<file path="config.mk">
export PLATFORM = sky130hd
export DESIGN_NAME = infix_to_postfix_shunting_yard
export DESIGN_NICKNAME = d
export VERILOG_FILES = /design/src/sv/syard_pkg.sv /design/src/sv/syard_cell.sv /design/src/sv/syard_ctrl.sv /design/src/sv/infix_to_postfix_shunting_yard.sv
export SDC_FILE = /design/constraint.sdc
export NUM_CORES = 1
export LEC_CHECK = 0
export BUFFER_PORTS_ARGS = -buffer_cell sky130_fd_sc_hd__buf_2
export CORE_AREA = 2 2 191 193
export CTS_BUF_LIST = sky130_fd_sc_hd__clkbuf_8
export DETAILED_ROUTE_END_ITERATION = 8
export DIE_AREA = 0 0 193 195
export SLEW_MARGIN = 25
export SYNTH_ARGS = -nofsm -noshare
export SYNTH_HDL_FRONTEND = slang
export SYNTH_HIERARCHICAL = 1
export SYNTH_SLANG_ARGS = --single-unit
</file>
<file path="constraint.sdc">
create_clock -name clk -period 9.1 [get_ports clk]
set_input_delay 1.82 -clock clk [delete_from_list [all_inputs] [get_ports clk]]
set_output_delay 1.82 -clock clk [all_outputs]
set_load 0.02 [all_outputs]
</file>
<file path="src/sv/syard_pkg.sv">
// Shared types, constants and helper functions for the shunting-yard converter.
package syard_pkg;

  localparam int STACK_DEPTH = 32;
  localparam int CNT_W       = $clog2(STACK_DEPTH + 1);

  typedef logic [7:0]       sym_t;
  typedef logic [CNT_W-1:0] count_t;

  localparam count_t DEPTH_CNT = count_t'(STACK_DEPTH);
  localparam count_t TWO_CNT   = count_t'(2);

  localparam sym_t CH_OPEN  = 8'h28;
  localparam sym_t CH_CLOSE = 8'h29;
  localparam sym_t CH_PLUS  = 8'h2B;
  localparam sym_t CH_MINUS = 8'h2D;
  localparam sym_t CH_STAR  = 8'h2A;
  localparam sym_t CH_SLASH = 8'h2F;
  localparam sym_t CH_PCT   = 8'h25;

  typedef enum logic [1:0] {
    STAT_SYMBOL    = 2'd0,
    STAT_DONE      = 2'd1,
    STAT_OVERFLOW  = 2'd2,
    STAT_UNMATCHED = 2'd3
  } status_t;

  typedef enum logic {
    FSM_IDLE,
    FSM_WORK
  } fsm_state_t;

  typedef struct packed {
    sym_t in_symbol;
    logic end_of_expr;
  } in_item_t;

  typedef struct packed {
    sym_t    out_symbol;
    status_t status;
    logic    last;
  } out_item_t;

  typedef struct packed {
    logic push;
    logic pop;
    sym_t data;
  } stack_op_t;

  function automatic logic is_alnum(input sym_t c);
    return (c inside {[8'h30:8'h39], [8'h41:8'h5A], [8'h61:8'h7A]});
  endfunction

  // A stacked open paren ranks below every operator.
  function automatic logic [1:0] prec_of(input sym_t c);
    logic [1:0] p;
    if (c == CH_OPEN) begin
      p = 2'd0;
    end else if (c inside {CH_PLUS, CH_MINUS}) begin
      p = 2'd1;
    end else if (c inside {CH_STAR, CH_SLASH, CH_PCT}) begin
      p = 2'd2;
    end else begin
      p = 2'd3;
    end
    return p;
  endfunction

endpackage

</file>
<file path="src/sv/syard_cell.sv">
// One entry of the operator stack; shifts toward its neighbors on push and pop.
module syard_cell (
  input  logic               clk,
  input  syard_pkg::stack_op_t op,
  input  syard_pkg::sym_t    from_above,
  input  syard_pkg::sym_t    from_below,
  output syard_pkg::sym_t    value
);
  import syard_pkg::*;

  // Push moves everything one place deeper, pop moves everything one place up.
  always_ff @(posedge clk) begin
    if (op.push) begin
      value <= from_above;
    end else if (op.pop) begin
      value <= from_below;
    end
  end

endmodule

</file>
<file path="src/sv/syard_ctrl.sv">
// Sequencer: takes an item, steps the stack one pop or push a cycle while the output is free, registers results.
module syard_ctrl (
  input  logic                  clk,
  input  logic                  rst,
  input  logic                  char_valid,
  output logic                  char_stall,
  input  syard_pkg::in_item_t   char_item,
  output logic                  post_valid,
  input  logic                  post_stall,
  output syard_pkg::out_item_t  post_item,
  input  syard_pkg::sym_t       top0,
  input  syard_pkg::sym_t       top1,
  output syard_pkg::stack_op_t  op
);
  import syard_pkg::*;

  fsm_state_t state, state_next;
  count_t     count;
  in_item_t   cur;
  logic       can_load;
  logic       emit;
  logic       finish;
  out_item_t  emit_item;
  logic [1:0] prec_in;
  logic       deep;

  assign char_stall = (state != FSM_IDLE);
  assign can_load   = !post_valid || !post_stall;
  assign prec_in    = prec_of(cur.in_symbol);
  assign deep       = (count >= TWO_CNT);

  always_comb begin
    state_next = state;
    case (state)
      FSM_IDLE: begin
        if (char_valid) state_next = FSM_WORK;
      end
      FSM_WORK: begin
        if (finish) state_next = FSM_IDLE;
      end
      default: state_next = FSM_IDLE;
    endcase
  end

  // One stack action per cycle, taken only when the output register is free.
  always_comb begin
    op        = '0;
    op.data   = cur.in_symbol;
    emit      = 1'b0;
    finish    = 1'b0;
    emit_item = '{out_symbol: '0, status: STAT_SYMBOL, last: 1'b0};
    if (state == FSM_WORK && can_load) begin
      if (cur.end_of_expr) begin
        if (count != '0) begin
          op.pop = 1'b1;
          if (top0 != CH_OPEN) begin
            emit                 = 1'b1;
            emit_item.out_symbol = top0;
          end
        end else begin
          emit             = 1'b1;
          emit_item.status = STAT_DONE;
          emit_item.last   = 1'b1;
          finish           = 1'b1;
        end
      end else if (is_alnum(cur.in_symbol)) begin
        emit                 = 1'b1;
        emit_item.out_symbol = cur.in_symbol;
        emit_item.last       = 1'b1;
        finish               = 1'b1;
      end else if (cur.in_symbol == CH_OPEN) begin
        finish = 1'b1;
        if (count < DEPTH_CNT) begin
          op.push = 1'b1;
        end else begin
          emit             = 1'b1;
          emit_item.status = STAT_OVERFLOW;
          emit_item.last   = 1'b1;
        end
      end else if (cur.in_symbol == CH_CLOSE) begin
        if (count != '0) begin
          op.pop = 1'b1;
          if (top0 == CH_OPEN) begin
            finish = 1'b1;
          end else begin
            emit                 = 1'b1;
            emit_item.out_symbol = top0;
            emit_item.last       = deep && (top1 == CH_OPEN);
          end
        end else begin
          emit             = 1'b1;
          emit_item.status = STAT_UNMATCHED;
          emit_item.last   = 1'b1;
          finish           = 1'b1;
        end
      end else begin
        if (count != '0 && prec_in <= prec_of(top0)) begin
          op.pop               = 1'b1;
          emit                 = 1'b1;
          emit_item.out_symbol = top0;
          emit_item.last       = !(deep && prec_in <= prec_of(top1));
        end else if (count < DEPTH_CNT) begin
          op.push = 1'b1;
          finish  = 1'b1;
        end else begin
          emit             = 1'b1;
          emit_item.status = STAT_OVERFLOW;
          emit_item.last   = 1'b1;
          finish           = 1'b1;
        end
      end
    end
  end

  always_ff @(posedge clk) begin
    if (rst) begin
      state      <= FSM_IDLE;
      count      <= '0;
      post_valid <= 1'b0;
    end else begin
      state <= state_next;
      if (op.push) begin
        count <= count + count_t'(1);
      end else if (op.pop) begin
        count <= count - count_t'(1);
      end
      if (can_load) begin
        post_valid <= emit;
      end
    end
  end

  always_ff @(posedge clk) begin
    if (state == FSM_IDLE && char_valid) begin
      cur <= char_item;
    end
    if (can_load && emit) begin
      post_item <= emit_item;
    end
  end

endmodule

</file>
<file path="src/sv/infix_to_postfix_shunting_yard.sv">
// Top level of the infix-to-postfix converter: sequencer plus operator stack cell chain.
//
// Converts a stream of infix characters into postfix order by the shunting-yard
// method. Each char item is one ASCII code, or an end mark that flushes the
// operator stack and then sends a completion result. Letters and digits come
// straight out; '(' is stacked; ')' sends stacked operators back out up to the
// matching '(' (an unmatched ')' empties the stack and reports status 3); any
// other code is an operator that first sends out every stacked operator of
// equal or higher precedence, then is stacked. A push onto a full stack drops
// the symbol and reports status 2. The last result caused by an item carries
// last = 1; an item may cause no result at all (a stacked '(' or an operator
// that pops nothing). The stack is a chain of STACK_DEPTH cells with the top
// at cell 0; every push or pop shifts the whole chain by one place. The
// sequencer takes one item, then performs its stack actions one at a time
// (each pop, the final push or the single emitted result). Each result sits
// in an output register, and a stalled output holds the sequencer until that
// register frees up.
module infix_to_postfix_shunting_yard (
  input  logic                 clk,
  input  logic                 rst,
  input  logic                 char_valid,
  output logic                 char_stall,
  input  syard_pkg::in_item_t  char_item,
  output logic                 post_valid,
  input  logic                 post_stall,
  output syard_pkg::out_item_t post_item
);
  import syard_pkg::*;

  stack_op_t op;
  sym_t      cell_val [STACK_DEPTH];

  // Sequencer: owns the stack count and the output register.
  syard_ctrl u_ctrl (
    .clk        (clk),
    .rst        (rst),
    .char_valid (char_valid),
    .char_stall (char_stall),
    .char_item  (char_item),
    .post_valid (post_valid),
    .post_stall (post_stall),
    .post_item  (post_item),
    .top0       (cell_val[0]),
    .top1       (cell_val[1]),
    .op         (op)
  );

  // Operator stack: cell 0 is the top, pushes enter there and shift deeper.
  for (genvar i = 0; i < STACK_DEPTH; i++) begin : g_cell
    sym_t above;
    sym_t below;
    if (i == 0) begin : g_top
      assign above = op.data;
    end else begin : g_mid_above
      assign above = cell_val[i-1];
    end
    if (i == STACK_DEPTH - 1) begin : g_bottom
      assign below = '0;
    end else begin : g_mid_below
      assign below = cell_val[i+1];
    end
    syard_cell u_cell (
      .clk        (clk),
      .op         (op),
      .from_above (above),
      .from_below (below),
      .value      (cell_val[i])
    );
  end

endmodule

</file>
==> metrics.csv, run 1 <==
metric,value,unit
crit-path cells,nor4b_4 > a21boi_0 > ha_1 > nand2_1 > o21ai_0 > nand3_2 > nand3_1 > inv_8 > buf_12 > or2_1,
largest family of logic cells by synthesized area,multiplexers,
worst skew pair latency,0.57,ns
Worst-path clk slew,0.06,ns
placed cells,1216,
Resize count post-CTS,0,
Iter 0 DRT Violations,418,
I/O Buffers,25,
Critical Path Fanout Max,110,
simple logic cell fraction of the synthesized area,4.35,%
P_leak,5.61,nW
GRT Resource Usage Total,13.1,%
WL final,24300,microns
first-pass GRT wire length,38800,microns
antenna-violating nets left,0,
RSZ-0062 raised after global routing,false,
setup_tns,0,ns
flip-flop and latch count after synthesis,284,
Synth Instances,769,
worst r2r dst,g_cell[26].u_cell/value[1],
GPL Wtd Cong,0.760,
vias per inst,4.95,
YS warnings,6,
slowest CP cell,inv_8,
Max VDD drop,153,uV
# Post-CTS Setup Buffers,0,
Die W,193,microns
Worst-Margin Slew,1.02,ns
Area contributors post-synth,"edfxtp_1, mux2_4, buf_6",
Final period util,52.9,%
Yosys top cell by area,edfxtp_1,
max incr delay on CP,0.77,ns
reg2reg setup slack,4.29,ns
# setup viols final,0,
Final Max Tran Viols,0,
synthesized cell area,0.0141,sq mm
clock buffer depth,3,
initial antenna violation count,0,
clk sinks,284,
total CTS buffers,49,
CTS tree,done,
FP Rows,69,
Critical Path RT,9.30,ns
die area,0.0376,sq mm
Reg-to-Reg Start,u_ctrl/op[4],
critical path type,flop to flop,
"Primary FF master, synth",edfxtp_1,
met2 wire length,11100,microns
H-tree depth,2,
arrival time at the worst endpoint,5.01,ns
maxcap violations,0,
clk_skew,0.0282,ns
Worst Setup SP,u_ctrl/op[4],
Cell Pwr Density,336,mW/mm^2
Critical path buffers and inverters,2,
Root Driver,clkbuf_8,
area fraction of the dominant cell type after synthesis,59.0,%
Initial Util,39.7,%
startpoint class of the critical path,flop,
xor and xnor fraction of the mapped netlist area,0.499,%
Synth cell types,59,
routed len/inst,18.7,microns
grt total ovfl,0,
placed wire-length estimate,15600,microns
Worst path depth,10,
outcome,completed,
worst reg-to-reg path cell count,10,
"Cell Count, Final, Fillers Out",1302,
share of cells above drive strength 1,42.7,%
uppermost layer routed,met4,
endpoint class of the critical path,flop,
via count,6440,
area share of fa/ha/maj cells after synthesis,0.855,%
num ports,26,
HP Class,flop to flop,
CP top delay family,simple AND/OR/NAND/NOR gates,
Nets,828,
hold_buf cts,0,
Post-synth EDFFs,276,
Placed Instance Area,0.0143,sq mm
vias in the first global route,6890,
Final Cell Area,0.0152,sq mm
post-synthesis compound-gate area fraction,3.00,%
drt pass-1 iters,4,
Critical Path Sink,g_cell[26].u_cell/value[1],
Final Hold Vio Count,0,
fraction of registers with async set/reset,0,%
minimum clock period,4.81,ns
Slew HR,31.9,%
Core Area,0.0354,sq mm
largest net degree at the start of global routing,111,
antenna cells,0,
DIE HEIGHT,195,microns
met1 WL,12000,microns
metal3 WL,755,microns
mux cell area share after synthesis,27.4,%
Area Overhead vs Synth,8.17,%
sequential-to-total area share from yosys stat,60.1,%
DRC errors left,0,
max frequency,208,MHz
Synth Area per Inst,18.3,sq um
## sequential cells by signal, summed over array words and instances, names as in the netlist
signal	cells
g_cell.u_cell/value	256
u_ctrl/char_stall	1
u_ctrl/count	6
u_ctrl/cur	1
u_ctrl/op	8
u_ctrl/post_item	11
u_ctrl/post_valid	1
## worst min-delay path, stage by stage, from the launching register on
cell     delay [ns]
dfxtp_1        0.32
nand3_1        0.07
a21oi_1        0.05
## power breakdown
part	internal, W	switching, W
logic	0.000862	0.000685
registers	0.00218	0.000322
clock network	0.000548	0.000506
## cell type report
| class | count | area (sq um) |
|---|---|---|
| multi-input combinational | 439 | 5110 |
| tap | 461 | 577 |
| timing repair buffer | 28 | 160 |
| clock inverter | 35 | 179 |
| fill | 3133 | 20200 |
| clock buffer | 51 | 702 |
| inverter | 4 | 22.5 |
| sequential | 284 | 8450 |
## placed cells by master (no fill, tap or decap), types with 4 or more instances in the layout
cell	n
clkinv_2	5
conb_1	8
mux2_4	256
a21o_1	6
xnor2_1	5
or2_1	32
o21ai_0	8
dfxtp_1	8
clkbuf_8	51
nor2b_1	5
a21oi_1	16
nor2_1	10
ha_1	8
clkinv_1	12
o211ai_1	5
inv_1	18
nand3_1	9
a22o_1	6
edfxtp_1	276
buf_2	25
nand2_1	11
nor3_1	4
## worst min-delay path by stage
| stage | from | end | slack (ns) | cells past startpoint |
|---|---|---|---|---|
| 2_1_floorplan | u_ctrl/count[4] | u_ctrl/count[4] | 0.45 | 2 |
| 6_report | u_ctrl/count[4] | u_ctrl/count[4] | 0.49 | 2 |
| 3_3_place_gp | u_ctrl/count[4] | u_ctrl/count[4] | 0.48 | 2 |
| 3_5_place_dp | u_ctrl/count[4] | u_ctrl/count[4] | 0.49 | 2 |
| 5_1_grt | u_ctrl/count[4] | u_ctrl/count[4] | 0.53 | 2 |
| 4_1_cts | u_ctrl/count[4] | u_ctrl/count[4] | 0.49 | 2 |
## synth_stat cells, types with 2 or more instances
master    number
buf_4          9
or4_1          2
nand3_1        9
buf_6         35
nor4b_1        3
a211oi_1       2
nor2b_1        5
nand2_1       11
a22o_1         6
xor2_1         3
edfxtp_1     276
o211ai_1       5
dfxtp_1        8
xnor2_1        5
and3_1         3
inv_1          4
a21oi_2        2
buf_2          2
ha_1           8
a21o_1         6
nor3_1         4
mux2_4       256
o21ai_0        8
a21oi_1       16
nor3b_1        3
nor2_1        10
clkbuf_8       2
and2_1         2
nand3b_1       3
or2_1         32
## stage by stage
step / hold WS [ns] / utilization, % / setup slack (ns) / power [W]
after floorplan: 0.455 / - / 4.81 / 0.00375
after global placement: 0.476 / 40.5 / 3.96 / 0.00405
after detailed placement: 0.487 / 40.5 / 3.90 / 0.00408
after CTS: 0.492 / 42.9 / 4.26 / 0.00517
after global routing: 0.528 / 42.9 / 3.87 / 0.00539
final: 0.489 / 42.9 / 4.29 / 0.00511
## routing by layer
metal,global-route usage [%],up-vias
met5,0,-
met4,3.84,0
met3,2.16,42
met2,20.3,90
met1,18.9,3260
li1,-,3048
## cell families (layout without fill, tap and decap cells)
| family | after synthesis | count (layout) |
|---|---|---|
| adder cells (fa/ha/maj) | 9 | 9 |
| flip-flops | 284 | 284 |
| AO/OA/AOI/OAI | 58 | 58 |
| buffers and inverters | 53 | 118 |
| XOR/XNOR | 8 | 8 |
| other | 1 | 8 |
| multiplexers | 257 | 257 |
| AND/OR/NAND/NOR | 99 | 99 |
Note: power is estimated with default switching activity, not from simulation.
==> inputs of run 2 (changes only) <==
Clock period 9.1 ns to 4.4 ns, I/O delays scaled along.
==> run 2 against run 1 <==
Compared with the run above:
- routed wire length up 1.3%
- via count up 1.6%
- non-clock buffer count up 23
- sequential share of layout area down 0.79 points
- first-iteration DRC count up 3.6%
- register-to-register slack worse by 3.9 ns
- critical path type unchanged
- final cell count up 1.8%
- sequential power up 110%
- combinational power up 110%
==> metrics.csv, run 2 (synthesis results as in run 1) <==
metric,value,unit
worst skew pair latency,0.57,ns
num ports,26,
Slew HR,40.7,%
largest reg by FF count,g_cell.u_cell/value,
die area,0.0376,sq mm
clock buffer depth,3,
worst reg-to-reg path cell count,10,
H-tree depth,2,
drt pass-1 iters,4,
vias per inst,4.94,
antenna cells,0,
Root Driver,clkbuf_8,
Area Overhead vs Synth,9.74,%
hold_buf cts,0,
HP Class,input pin to flop,
Core Area,0.0354,sq mm
routed len/inst,18.6,microns
grt total ovfl,0,
arrival time at the worst endpoint,4.25,ns
GPL Wtd Cong,0.817,
final core utilization,43.6,%
Critical Path RT,4.61,ns
GR Util met3,2.68,%
vias in the first global route,7004,
Nets,851,
most frequent cells in the layout,"edfxtp_1, mux2_4, clkbuf_8",
met1 usage,19.5,%
via count,6542,
Max VDD drop,310,uV
# setup viols final,0,
Iter 0 DRT Violations,433,
RSZ-0062 raised after global routing,false,
Worst Setup SP,u_ctrl/op[4],
Resize count post-CTS,0,
startpoint class of the critical path,flop,
GR peak layer,met2,
worst r2r dst,g_cell[29].u_cell/value[5],
met2 GRT Util,20.1,%
DRC errors left,0,
Final Max Tran Viols,0,
P_leak,5.74,nW
max incr delay on CP,0.52,ns
minimum clock period,4.05,ns
maxcap violations,0,
DIE HEIGHT,195,microns
share of cells above drive strength 1,44.4,%
setup_tns,0,ns
max reg flops,256,
reg2reg setup slack,0.35,ns
slowest CP cell,edfxtp_1,
CTS tree,done,
Critical Path Sink,g_cell[29].u_cell/value[5],
endpoint class of the critical path,flop,
clk_skew,0.0277,ns
Cell Pwr Density,686,mW/mm^2
crit-path cells,nor4b_4 > a21boi_0 > ha_1 > nand2_1 > o21ai_0 > nand3_2 > nand3_1 > inv_8 > buf_12 > or2_1,
Worst-Margin Slew,0.890,ns
"commonest non-fill, non-tap cell in the layout",edfxtp_1,
critical path type,flop to flop,
Initial Util,39.7,%
max frequency,247,MHz
antenna-violating nets left,0,
first-pass GRT wire length,39300,microns
Final Hold Vio Count,0,
clk sinks,284,
Die W,193,microns
WL final,24700,microns
# Post-CTS Setup Buffers,0,
GRT Resource Usage Total,13.4,%
hold path start,char_item[6],
initial antenna violation count,0,
FP Rows,69,
placed wire-length estimate,16200,microns
total CTS buffers,49,
I/O Buffers,25,
Reg-to-Reg Start,u_ctrl/op[4],
Final period util,92.0,%
outcome,completed,
Critical Path Fanout Max,48,
Worst-path clk slew,0.06,ns
largest net degree at the start of global routing,49,
[run 2: stage by stage]
stage	hold WS, ns	instances	area (sq um)	setup slack (ns)	total power [W]
floorplan	0.455	776	14100	0.571	0.00775
CTS	0.442	1325	15400	0.326	0.0107
finish	0.487	1325	15400	0.352	0.0106
global route	0.446	1325	15400	0.0471	0.0112
detailed placement	0.481	1239	14600	0.339	0.00851
global placement	0.481	1239	14600	0.471	0.00846
[run 2: worst max-delay path: cells and delay by family, from the launching register on]
family                     cells  cell delay, ns
and+or+nand+nor                5            1.47
buffers and inverters          2            0.80
AOI/OAI and AO/OA              2            0.54
DFF                            1            0.52
adders and majority gates      1            0.29
[run 2: area by class of cell]
class / instances / area, sq um
fillers: 3157 / 20000
flip-flops and latches: 284 / 8450
multi-input cells: 439 / 5110
clock buffers: 51 / 702
well taps: 461 / 577
repair buffers: 51 / 408
clock inverters: 35 / 151
inverters: 4 / 22.5
[run 2: worst min path at each step]
stage | end | depth (start not counted)
floorplan | u_ctrl/count[4] | 2
global route | u_ctrl/op[3] | 1
global placement | u_ctrl/count[4] | 2
CTS | u_ctrl/op[5] | 1
finish | u_ctrl/op[5] | 1
detailed placement | u_ctrl/count[2] | 2
[run 2: power breakdown]
part / switching (W) / internal, W / total (W)
Sequential: 0.000640 / 0.00452 / 0.00516
Combinational: 0.00146 / 0.00184 / 0.00330
Clock: 0.00105 / 0.00107 / 0.00212
Total: 0.00315 / 0.00743 / 0.0106
[run 2: per-layer routing]
metal | part of all wire [%] | wire [microns]
met5 | 0 | 0
met4 | 1.8 | 448
met3 | 3.7 | 909
met2 | 45 | 11100
met1 | 50 | 12200
